<file path="src/hw/rtl/msd_pkg.sv">
// Shared types, codes and constants of the MQTT stream deframer.
package msd_pkg;

    localparam int unsigned QUEUE_DEPTH_DEFAULT = 4;
    localparam int unsigned TOPIC_CAPACITY = 64;
    localparam logic [27:0] MAX_LEN_RESET = 28'd1024;

    localparam logic [3:0] TYPE_PUBLISH = 4'h3;
    localparam logic [3:0] TYPE_RSVD_LO = 4'h0;
    localparam logic [3:0] TYPE_RSVD_HI = 4'hF;

    localparam logic [1:0] KIND_TOPIC   = 2'd0;
    localparam logic [1:0] KIND_PAYLOAD = 2'd1;
    localparam logic [1:0] KIND_STATUS  = 2'd2;

    localparam logic [2:0] ST_OK            = 3'd0;
    localparam logic [2:0] ST_BAD_TYPE      = 3'd1;
    localparam logic [2:0] ST_LENGTH        = 3'd2;
    localparam logic [2:0] ST_TOPIC_LONG    = 3'd3;
    localparam logic [2:0] ST_TOPIC_OVERRUN = 3'd4;

    typedef struct packed {
        logic [7:0] rx_byte;
        logic       buffer_end;
    } in_word_t;

    typedef struct packed {
        logic [1:0]  result_kind;
        logic [7:0]  data_byte;
        logic [3:0]  packet_type;
        logic [1:0]  qos_level;
        logic [27:0] remaining_length;
        logic        last_of_packet;
        logic [2:0]  status;
    } out_word_t;

    typedef struct packed {
        logic full;
        logic empty;
    } q_status_t;

endpackage

</file>
<file path="src/hw/rtl/msd_front.sv">
// Front end: header, length, topic and payload parsing, one byte per cycle while accept is high.
module msd_front (
    input  logic               aclk,
    input  logic               aresetn,
    input  logic               accept,
    input  msd_pkg::in_word_t  in_word,
    input  logic [27:0]        max_len,
    output logic               res_valid,
    output msd_pkg::out_word_t res_word
);

    typedef enum logic [6:0] {
        PH_HEADER   = 7'b0000001,
        PH_LENGTH   = 7'b0000010,
        PH_TOPIC_HI = 7'b0000100,
        PH_TOPIC_LO = 7'b0001000,
        PH_TOPIC    = 7'b0010000,
        PH_PAYLOAD  = 7'b0100000,
        PH_DROP     = 7'b1000000
    } phase_t;

    localparam logic [16:0] TOPIC_CAP = 17'(msd_pkg::TOPIC_CAPACITY);

    phase_t      phase_reg, phase_next;
    logic [27:0] acc_reg, acc_next;
    logic [1:0]  lcount_reg, lcount_next;
    logic [27:0] left_reg, left_next;
    logic [7:0]  topic_hi_reg, topic_hi_next;
    logic [15:0] tleft_reg, tleft_next;
    logic [3:0]  type_reg, type_next;
    logic [1:0]  qos_reg, qos_next;
    logic [2:0]  pend_reg, pend_next;

    logic [7:0]  b;
    logic        endb;
    logic [27:0] acc_new;
    logic [15:0] topic_size;
    logic [15:0] tleft_dec;
    logic        pkt_end;
    logic        has_data;
    logic [1:0]  data_kind;
    logic [1:0]  r_kind;
    logic [7:0]  r_data;
    logic        r_last;
    logic [2:0]  r_status;

    assign b    = in_word.rx_byte;
    assign endb = in_word.buffer_end;
    assign topic_size = {topic_hi_reg, b};
    assign tleft_dec = tleft_reg - 16'd1;
    assign pkt_end   = (left_reg == 28'd1);

    always_comb begin
        case (lcount_reg)
            2'd0:    acc_new = acc_reg | {21'd0, b[6:0]};
            2'd1:    acc_new = acc_reg | {14'd0, b[6:0], 7'd0};
            2'd2:    acc_new = acc_reg | {7'd0, b[6:0], 14'd0};
            default: acc_new = acc_reg | {b[6:0], 21'd0};
        endcase
    end

    always_comb begin
        phase_next    = phase_reg;
        acc_next      = acc_reg;
        lcount_next   = lcount_reg;
        left_next     = left_reg;
        topic_hi_next = topic_hi_reg;
        tleft_next    = tleft_reg;
        type_next     = type_reg;
        qos_next      = qos_reg;
        pend_next     = pend_reg;
        has_data      = 1'b0;
        data_kind     = msd_pkg::KIND_PAYLOAD;
        res_valid     = 1'b0;
        r_kind        = msd_pkg::KIND_STATUS;
        r_data        = 8'd0;
        r_last        = 1'b0;
        r_status      = msd_pkg::ST_OK;

        case (phase_reg)
            PH_HEADER: begin
                type_next     = b[7:4];
                qos_next      = b[2:1];
                pend_next     = msd_pkg::ST_OK;
                acc_next      = 28'd0;
                lcount_next   = 2'd0;
                left_next     = 28'd0;
                topic_hi_next = 8'd0;
                tleft_next    = 16'd0;
                if (b[7:4] == msd_pkg::TYPE_RSVD_LO || b[7:4] == msd_pkg::TYPE_RSVD_HI) begin
                    res_valid = 1'b1;
                    r_last    = 1'b1;
                    r_status  = msd_pkg::ST_BAD_TYPE;
                end else if (endb) begin
                    res_valid = 1'b1;
                    r_last    = 1'b1;
                    r_status  = msd_pkg::ST_LENGTH;
                end else begin
                    phase_next = PH_LENGTH;
                end
            end
            PH_LENGTH: begin
                acc_next = acc_new;
                if (b[7]) begin
                    if (lcount_reg == 2'd3) begin
                        res_valid = 1'b1;
                        r_last    = 1'b1;
                        r_status  = msd_pkg::ST_LENGTH;
                    end else begin
                        lcount_next = lcount_reg + 2'd1;
                        if (endb) begin
                            res_valid = 1'b1;
                            r_last    = 1'b1;
                            r_status  = msd_pkg::ST_LENGTH;
                        end
                    end
                end else if (acc_new > max_len) begin
                    res_valid = 1'b1;
                    r_last    = 1'b1;
                    r_status  = msd_pkg::ST_LENGTH;
                end else begin
                    left_next = acc_new;
                    if (acc_new == 28'd0) begin
                        res_valid = 1'b1;
                        r_last    = 1'b1;
                        if (type_reg == msd_pkg::TYPE_PUBLISH) begin
                            r_status = msd_pkg::ST_TOPIC_OVERRUN;
                        end else begin
                            phase_next = PH_HEADER;
                        end
                    end else if (endb) begin
                        res_valid = 1'b1;
                        r_last    = 1'b1;
                        r_status  = msd_pkg::ST_LENGTH;
                    end else if (type_reg == msd_pkg::TYPE_PUBLISH) begin
                        phase_next = PH_TOPIC_HI;
                    end else begin
                        phase_next = PH_PAYLOAD;
                    end
                end
            end
            PH_TOPIC_HI, PH_TOPIC_LO, PH_TOPIC, PH_PAYLOAD: begin
                left_next = left_reg - 28'd1;
                if (phase_reg == PH_TOPIC_HI) begin
                    topic_hi_next = b;
                    phase_next    = PH_TOPIC_LO;
                    if (pkt_end && pend_reg == msd_pkg::ST_OK) begin
                        pend_next = msd_pkg::ST_TOPIC_OVERRUN;
                    end
                end else if (phase_reg == PH_TOPIC_LO) begin
                    tleft_next = topic_size;
                    phase_next = (topic_size != 16'd0) ? PH_TOPIC : PH_PAYLOAD;
                    if ({1'b0, topic_size} + 17'd1 >= TOPIC_CAP) begin
                        pend_next = msd_pkg::ST_TOPIC_LONG;
                    end else if ({12'd0, topic_size} + 28'd2 > acc_reg) begin
                        pend_next = msd_pkg::ST_TOPIC_OVERRUN;
                    end
                end else if (phase_reg == PH_TOPIC) begin
                    has_data   = 1'b1;
                    data_kind  = msd_pkg::KIND_TOPIC;
                    tleft_next = tleft_dec;
                    if (tleft_dec == 16'd0) begin
                        phase_next = PH_PAYLOAD;
                    end
                end else begin
                    has_data  = 1'b1;
                    data_kind = msd_pkg::KIND_PAYLOAD;
                end
                if (pend_next != msd_pkg::ST_OK) begin
                    has_data = 1'b0;
                end
                if (pkt_end) begin
                    res_valid = 1'b1;
                    r_last    = 1'b1;
                    if (pend_next != msd_pkg::ST_OK) begin
                        r_status = pend_next;
                    end else begin
                        phase_next = PH_HEADER;
                        if (has_data) begin
                            r_kind = data_kind;
                            r_data = b;
                        end
                    end
                end else if (endb) begin
                    res_valid = 1'b1;
                    r_last    = 1'b1;
                    r_status  = msd_pkg::ST_LENGTH;
                end else if (has_data) begin
                    res_valid = 1'b1;
                    r_kind    = data_kind;
                    r_data    = b;
                end
            end
            PH_DROP: begin
                if (endb) begin
                    phase_next = PH_HEADER;
                end
            end
            default: begin
                phase_next = PH_HEADER;
            end
        endcase

        // any error word leaves the packet: resync on the buffer end
        if (res_valid && r_status != msd_pkg::ST_OK) begin
            phase_next = endb ? PH_HEADER : PH_DROP;
        end
    end

    always_comb begin
        res_word.result_kind      = r_kind;
        res_word.data_byte        = r_data;
        res_word.packet_type      = type_next;
        res_word.qos_level        = qos_next;
        res_word.remaining_length = acc_next;
        res_word.last_of_packet   = r_last;
        res_word.status           = r_status;
    end

    always_ff @(posedge aclk) begin
        if (!aresetn) begin
            phase_reg    <= PH_HEADER;
            acc_reg      <= 28'd0;
            lcount_reg   <= 2'd0;
            left_reg     <= 28'd0;
            topic_hi_reg <= 8'd0;
            tleft_reg    <= 16'd0;
            type_reg     <= 4'd0;
            qos_reg      <= 2'd0;
            pend_reg     <= msd_pkg::ST_OK;
        end else if (accept) begin
            phase_reg    <= phase_next;
            acc_reg      <= acc_next;
            lcount_reg   <= lcount_next;
            left_reg     <= left_next;
            topic_hi_reg <= topic_hi_next;
            tleft_reg    <= tleft_next;
            type_reg     <= type_next;
            qos_reg      <= qos_next;
            pend_reg     <= pend_next;
        end
    end

endmodule

</file>
<file path="src/hw/rtl/msd_fifo.sv">
// Short result queue between the parser and the output stage.
module msd_fifo #(
    parameter int unsigned DEPTH = msd_pkg::QUEUE_DEPTH_DEFAULT
) (
    input  logic                aclk,
    input  logic                aresetn,
    input  logic                push,
    input  msd_pkg::out_word_t  push_word,
    input  logic                pop,
    output msd_pkg::out_word_t  pop_word,
    output msd_pkg::q_status_t  q_status
);

    localparam int unsigned AW = (DEPTH > 1) ? $clog2(DEPTH) : 1;
    localparam int unsigned CW = $clog2(DEPTH + 1);
    localparam logic [AW-1:0] LAST_PTR = AW'(DEPTH - 1);
    localparam logic [CW-1:0] FULL_CNT = CW'(DEPTH);

    msd_pkg::out_word_t store_reg [DEPTH];
    logic [AW-1:0] wr_ptr_reg, wr_ptr_next;
    logic [AW-1:0] rd_ptr_reg, rd_ptr_next;
    logic [CW-1:0] count_reg, count_next;

    assign q_status.full  = (count_reg == FULL_CNT);
    assign q_status.empty = (count_reg == '0);
    assign pop_word = store_reg[rd_ptr_reg];

    always_comb begin
        wr_ptr_next = wr_ptr_reg;
        rd_ptr_next = rd_ptr_reg;
        count_next  = count_reg;
        if (push) begin
            wr_ptr_next = (wr_ptr_reg == LAST_PTR) ? '0 : wr_ptr_reg + AW'(1);
        end
        if (pop) begin
            rd_ptr_next = (rd_ptr_reg == LAST_PTR) ? '0 : rd_ptr_reg + AW'(1);
        end
        if (push && !pop) begin
            count_next = count_reg + CW'(1);
        end else if (pop && !push) begin
            count_next = count_reg - CW'(1);
        end
    end

    always_ff @(posedge aclk) begin
        if (push) begin
            store_reg[wr_ptr_reg] <= push_word;
        end
    end

    always_ff @(posedge aclk) begin
        if (!aresetn) begin
            wr_ptr_reg <= '0;
            rd_ptr_reg <= '0;
            count_reg  <= '0;
        end else begin
            wr_ptr_reg <= wr_ptr_next;
            rd_ptr_reg <= rd_ptr_next;
            count_reg  <= count_next;
        end
    end

endmodule

</file>
<file path="src/hw/rtl/msd_back.sv">
// Back end: drains the queue into the registered result channel.
module msd_back (
    input  logic               aclk,
    input  logic               aresetn,
    input  msd_pkg::q_status_t q_status,
    input  msd_pkg::out_word_t q_word,
    output logic               q_pop,
    output logic               m_valid,
    input  logic               m_ready,
    output msd_pkg::out_word_t m_data
);

    logic               m_valid_reg;
    msd_pkg::out_word_t m_data_reg;

    // refill whenever the output register is empty or being taken
    assign q_pop   = !q_status.empty && (!m_valid_reg || m_ready);
    assign m_valid = m_valid_reg;
    assign m_data  = m_data_reg;

    always_ff @(posedge aclk) begin
        if (!aresetn) begin
            m_valid_reg <= 1'b0;
        end else if (q_pop) begin
            m_valid_reg <= 1'b1;
        end else if (m_ready) begin
            m_valid_reg <= 1'b0;
        end
    end

    always_ff @(posedge aclk) begin
        if (q_pop) begin
            m_data_reg <= q_word;
        end
    end

endmodule

</file>
<file path="src/hw/rtl/mqtt_stream_deframer.sv">
// MQTT stream deframer top level: parser, result queue and output stage.
//
// Takes one received byte a cycle on s_ and splits back-to-back MQTT control
// packets; each byte gives at most one result word on m_ (topic byte, payload
// byte or a status-only word), the last word of a packet carrying the status.
// Sustained rate is one byte per cycle; a result word passes through the result
// queue and then the output register before it is on m_valid. The parser stalls
// only when the QUEUE_DEPTH-entry result queue is full, i.e. when the sink holds
// m_ready low. The length limit is written through cfg_valid/cfg_data (always
// ready) only while the block is idle: a user rule the block does not enforce.
module mqtt_stream_deframer #(
    parameter int unsigned QUEUE_DEPTH = msd_pkg::QUEUE_DEPTH_DEFAULT
) (
    input  logic               aclk,
    input  logic               aresetn,
    input  logic               s_valid,
    output logic               s_ready,
    input  msd_pkg::in_word_t  s_data,
    output logic               m_valid,
    input  logic               m_ready,
    output msd_pkg::out_word_t m_data,
    input  logic               cfg_valid,
    output logic               cfg_ready,
    input  logic [27:0]        cfg_data
);

    logic [27:0]        max_len_reg;
    logic               accept;
    logic               res_valid;
    msd_pkg::out_word_t res_word;
    msd_pkg::out_word_t q_word;
    msd_pkg::q_status_t q_status;
    logic               q_pop;

    assign cfg_ready = 1'b1;
    assign s_ready   = !q_status.full;
    assign accept    = s_valid && s_ready;

    always_ff @(posedge aclk) begin
        if (!aresetn) begin
            max_len_reg <= msd_pkg::MAX_LEN_RESET;
        end else if (cfg_valid && cfg_ready) begin
            max_len_reg <= cfg_data;
        end
    end

    msd_front u_front (
        .aclk      (aclk),
        .aresetn   (aresetn),
        .accept    (accept),
        .in_word   (s_data),
        .max_len   (max_len_reg),
        .res_valid (res_valid),
        .res_word  (res_word)
    );

    msd_fifo #(
        .DEPTH (QUEUE_DEPTH)
    ) u_fifo (
        .aclk      (aclk),
        .aresetn   (aresetn),
        .push      (accept && res_valid),
        .push_word (res_word),
        .pop       (q_pop),
        .pop_word  (q_word),
        .q_status  (q_status)
    );

    msd_back u_back (
        .aclk     (aclk),
        .aresetn  (aresetn),
        .q_status (q_status),
        .q_word   (q_word),
        .q_pop    (q_pop),
        .m_valid  (m_valid),
        .m_ready  (m_ready),
        .m_data   (m_data)
    );

endmodule
</file>
<file path="config.mk">
export PLATFORM = sky130hd
export DESIGN_NAME = mqtt_stream_deframer
export DESIGN_NICKNAME = d
export VERILOG_FILES = /design/src/hw/rtl/msd_pkg.sv /design/src/hw/rtl/msd_front.sv /design/src/hw/rtl/msd_fifo.sv /design/src/hw/rtl/msd_back.sv /design/src/hw/rtl/mqtt_stream_deframer.sv
export SDC_FILE = /design/constraint.sdc
export NUM_CORES = 1
export LEC_CHECK = 0
export BUFFER_PORTS_ARGS = -buffer_cell sky130_fd_sc_hd__buf_2
export CELL_PAD_IN_SITES_DETAIL_PLACEMENT = 1
export CELL_PAD_IN_SITES_GLOBAL_PLACEMENT = 1
export CORE_ASPECT_RATIO = 1.25
export CORE_MARGIN = 8
export CORE_UTILIZATION = 53
export CTS_CLUSTER_DIAMETER = 30
export DETAILED_ROUTE_END_ITERATION = 7
export GPL_ROUTABILITY_DRIVEN = 0
export PLACE_DENSITY_LB_ADDON = 0.08
export SETUP_SLACK_MARGIN = 0.05
export SLEW_MARGIN = 20
export SYNTH_ARGS = -nofsm -noshare
export SYNTH_HDL_FRONTEND = slang
export SYNTH_SLANG_ARGS = --single-unit
</file>
<file path="constraint.sdc">
create_clock -name aclk -period 11.75 [get_ports aclk]
set_clock_uncertainty 0.2 [all_clocks]
set_input_delay 3.525 -clock aclk [delete_from_list [all_inputs] [get_ports aclk]]
set_output_delay 3.525 -clock aclk [all_outputs]
set_load 0.03 [all_outputs]
</file>
==> metrics.txt <==
largest cells by area after synthesis=edfxtp_1, dfxtp_1, mux4_2, nand2_1, ha_1; core area=around 34000 µm²; mean post-synth cell area=10.7 µm²; XOR/XNOR Fraction of Synth Area=0.0137; Synth warnings=0; final worst slack=3.41 ns; # port buffers=91; Antenna Diode Count=0; Post-Syn Nets=about 1800; Final period util=0.710; vias=13834; Remaining DRCs=0; global-route wire length before repair=between 80 and 90 mm; row count=75; fin cells=2222; setup_tns=0 ns; clock share of power=0.429; # placed instances=2096; max-slew violations=0; Compound-Gate Fraction of Synth Area=0.114; WS Path Type=in -> reg; cell family with most CP delay=compound AO/OA/AOI/OAI gates; clk_lat worst skew=between 0.5 and 0.6 ns; sequential power share=0.357; endpoints failing setup=0; post-synth top area share=0.401; Setup crit end kind=flop; Syn Inst Count=roughly 1700; Leakage=slightly below 8 nW; Net Sw Power=around 1.4 mW; grt ovf=0; CP bufs+invs=2; Place WS=about 3 ns; Arr. time, crit path=~8.6 ns; post-synthesis sequential area ratio=0.551; largest net degree at the start of global routing=77; WHS=between 0.2 and 0.3 ns; Vias/cell=6.23; Slowest cell on crit path=o21ai_0; Post-CTS Hold Buffers=0; CTS Buffer Depth=3; PD cells=about 220 nW/µm²; Pint=between 3 and 4 mW; hold crit path type=reg -> reg; Startpoint Class=input port; minimum clock period=about 8.3 ns; Die X=181 µm; post-synth cell types=73; CTS root buffer=clkbuf_16; vias in the first global route=14634; mapped cell area=approximately 18000 µm²; largest family of logic cells by synthesized area=simple AND/OR/NAND/NOR gates; share of cells above drive strength 1=0.165; FF+latch count, synth=around 370; Initial Utilization=0.536; total CTS buffers=a little under 70; actual slew at the worst max-slew pin=1.05 ns; proportion of synthesized area in mux cells=0.0780; HPWL after DPL=35.4 mm; Area growth, synth to finish=17.7%; crit-path max FO=17; Max VDD drop=122 µV; routed wire length=roughly 54 mm; I/O pin count=just over 90; H-Tree Level Count=3; Sw Share=0.302; Rel. slew slack=0.302; Comb power frac=0.214; EDFF count, synth=240; DRT iter0 DRCs=900; f_max=about 0.12 GHz; initial antenna violation count=0; crit-path max cell delay=between 0.4 and 0.5 ns; most used flip-flop cell after synthesis=edfxtp_1; global-route usage over all layers=0.266; Critical Path RT=about 12 ns; Fin. Hold Viols=0; cell taking the most area after synthesis=edfxtp_1; cells along the critical path=buf_2 > nand4_1 > or2_2 > nor3_1 > xor2_1 > ha_1 > a21o_1 > a221o_1 > a21o_1 > o21ai_0 > nand3_1 > a31oi_2 > ha_1 > inv_1 > fa_1 > xor2_1 > or3_1 > a21oi_1; simple-gate share of the synthesized area=0.163; synthesized-area fraction occupied by adder cells=0.0436; CTS resizes=0; layout net count=1849; Max-Cap Viols=0; drt wl/cell=around 24 µm; unrepaired setup endpoints after global routing=no; Post-CTS Setup Inserts=0; asr flop ratio synth=0; die height=roughly 220 µm; TritonCTS clock tree=built; clock tree sinks=374; max reg flops=roughly 190; status=finished, final reports clean; count leader, synth=edfxtp_1; top cells by count, synth=edfxtp_1, nand2_1, nor2_1; CTS clk-pin slew, worst paths=around 0.06 ns; post-route ant nets=0; Die ar.=40100 µm²; Tot Pwr=about 4.7 mW; Initial DRT Pass Iterations=5
==> cell usage in the layout, fill, tap and decap left out, types with 20 or more instances in the layout <==
master | synthesis | final
edfxtp_1 | 240 | 240
nand2_1 | 227 | 227
nor2_1 | 155 | 155
a21oi_1 | 139 | 137
dfxtp_1 | 134 | 132
buf_2 | 3 | 91
clkbuf_16 | 0 | 72
inv_1 | 64 | 63
o21ai_0 | 63 | 63
ha_1 | 61 | 61
nand3_1 | 54 | 54
mux4_2 | 48 | 48
nor3_1 | 42 | 42
mux2i_1 | 32 | 32
o31ai_1 | 28 | 28
nand4_1 | 22 | 22
nand3b_1 | 21 | 21
nor4_1 | 20 | 20
==> metal layers <==
layer | track usage | up-vias | wire, µm
met5 | 0 | - | 0
met4 | 0.129 | 0 | 2350
met3 | 0.0438 | 129 | 2620
met2 | 0.455 | 440 | 26400
met1 | 0.323 | 6965 | 22200
li1 | - | 6300 | -
==> worst paths after layout <==
path	startpoint	endpoint	slack [ns]	cells past startpoint
max	s_data[5]	u_fifo.count_reg[2]$_SDFFE_PN0P_	3.41	18
min	u_front.qos_reg[1]$_SDFFE_PN0P_	u_front.qos_reg[1]$_SDFFE_PN0P_	0.27	2
max reg2reg	u_front.lcount_reg[0]$_SDFFE_PN0P_	u_fifo.count_reg[2]$_SDFFE_PN0P_	5.83	17
min reg2reg	u_front.qos_reg[1]$_SDFFE_PN0P_	u_front.qos_reg[1]$_SDFFE_PN0P_	0.27	2
==> cells by family after synthesis <==
| family | count (synthesis) |
|---|---|
| AO/OA/AOI/OAI | 329 |
| buffers and inverters | 172 |
| flip-flops | 374 |
| adder cells (fa/ha/maj) | 62 |
| AND/OR/NAND/NOR | 626 |
| other | 1 |
| XOR/XNOR | 28 |
| multiplexers | 80 |
==> final cells by class <==
class | count | area [µm²]
clock buffers | 86 | 1920
well taps | 423 | 529
fillers | 3464 | 12400
clock inverters | 39 | 493
repair buffers | 110 | 618
flip-flops and latches | 374 | 9890
inverters | 64 | 243
multi-input cells | 1126 | 7430
==> per-stage QoR <==
stage	area (µm²)	utilization
3_5_place_dp	18700	0.558
3_3_place_gp	18700	0.558
2_1_floorplan	18000	-
5_1_grt	21100	0.631
6_report	21100	0.631
4_1_cts	21100	0.630
==> worst reg2reg max path, cell delays in order (launching register included) <==
cell and delay (ns):
dfxtp_1 0.41, inv_1 0.09, ha_1 0.56, nor4_1 0.82
nor2_1 0.30, ha_1 0.40, nand4_1 0.20, nor4_1 0.44
nor4b_1 0.37, o21ba_2 0.27, o31ai_1 0.37, a31oi_2 0.29
ha_1 0.31, inv_1 0.09, fa_1 0.18, xor2_1 0.09
or3_1 0.32, a21oi_1 0.15
==> power groups by stage <==
stage | Combinational (mW) | Sequential, mW | Clock (mW)
2_1_floorplan | 0.526 | 1.88 | 0
3_3_place_gp | 0.933 | 1.73 | 0
3_5_place_dp | 0.966 | 1.75 | 0
4_1_cts | 0.978 | 1.73 | 2.06
5_1_grt | 1.08 | 1.70 | 2.11
6_report | 1.01 | 1.69 | 2.03
Power figures use the tool's default switching activity.
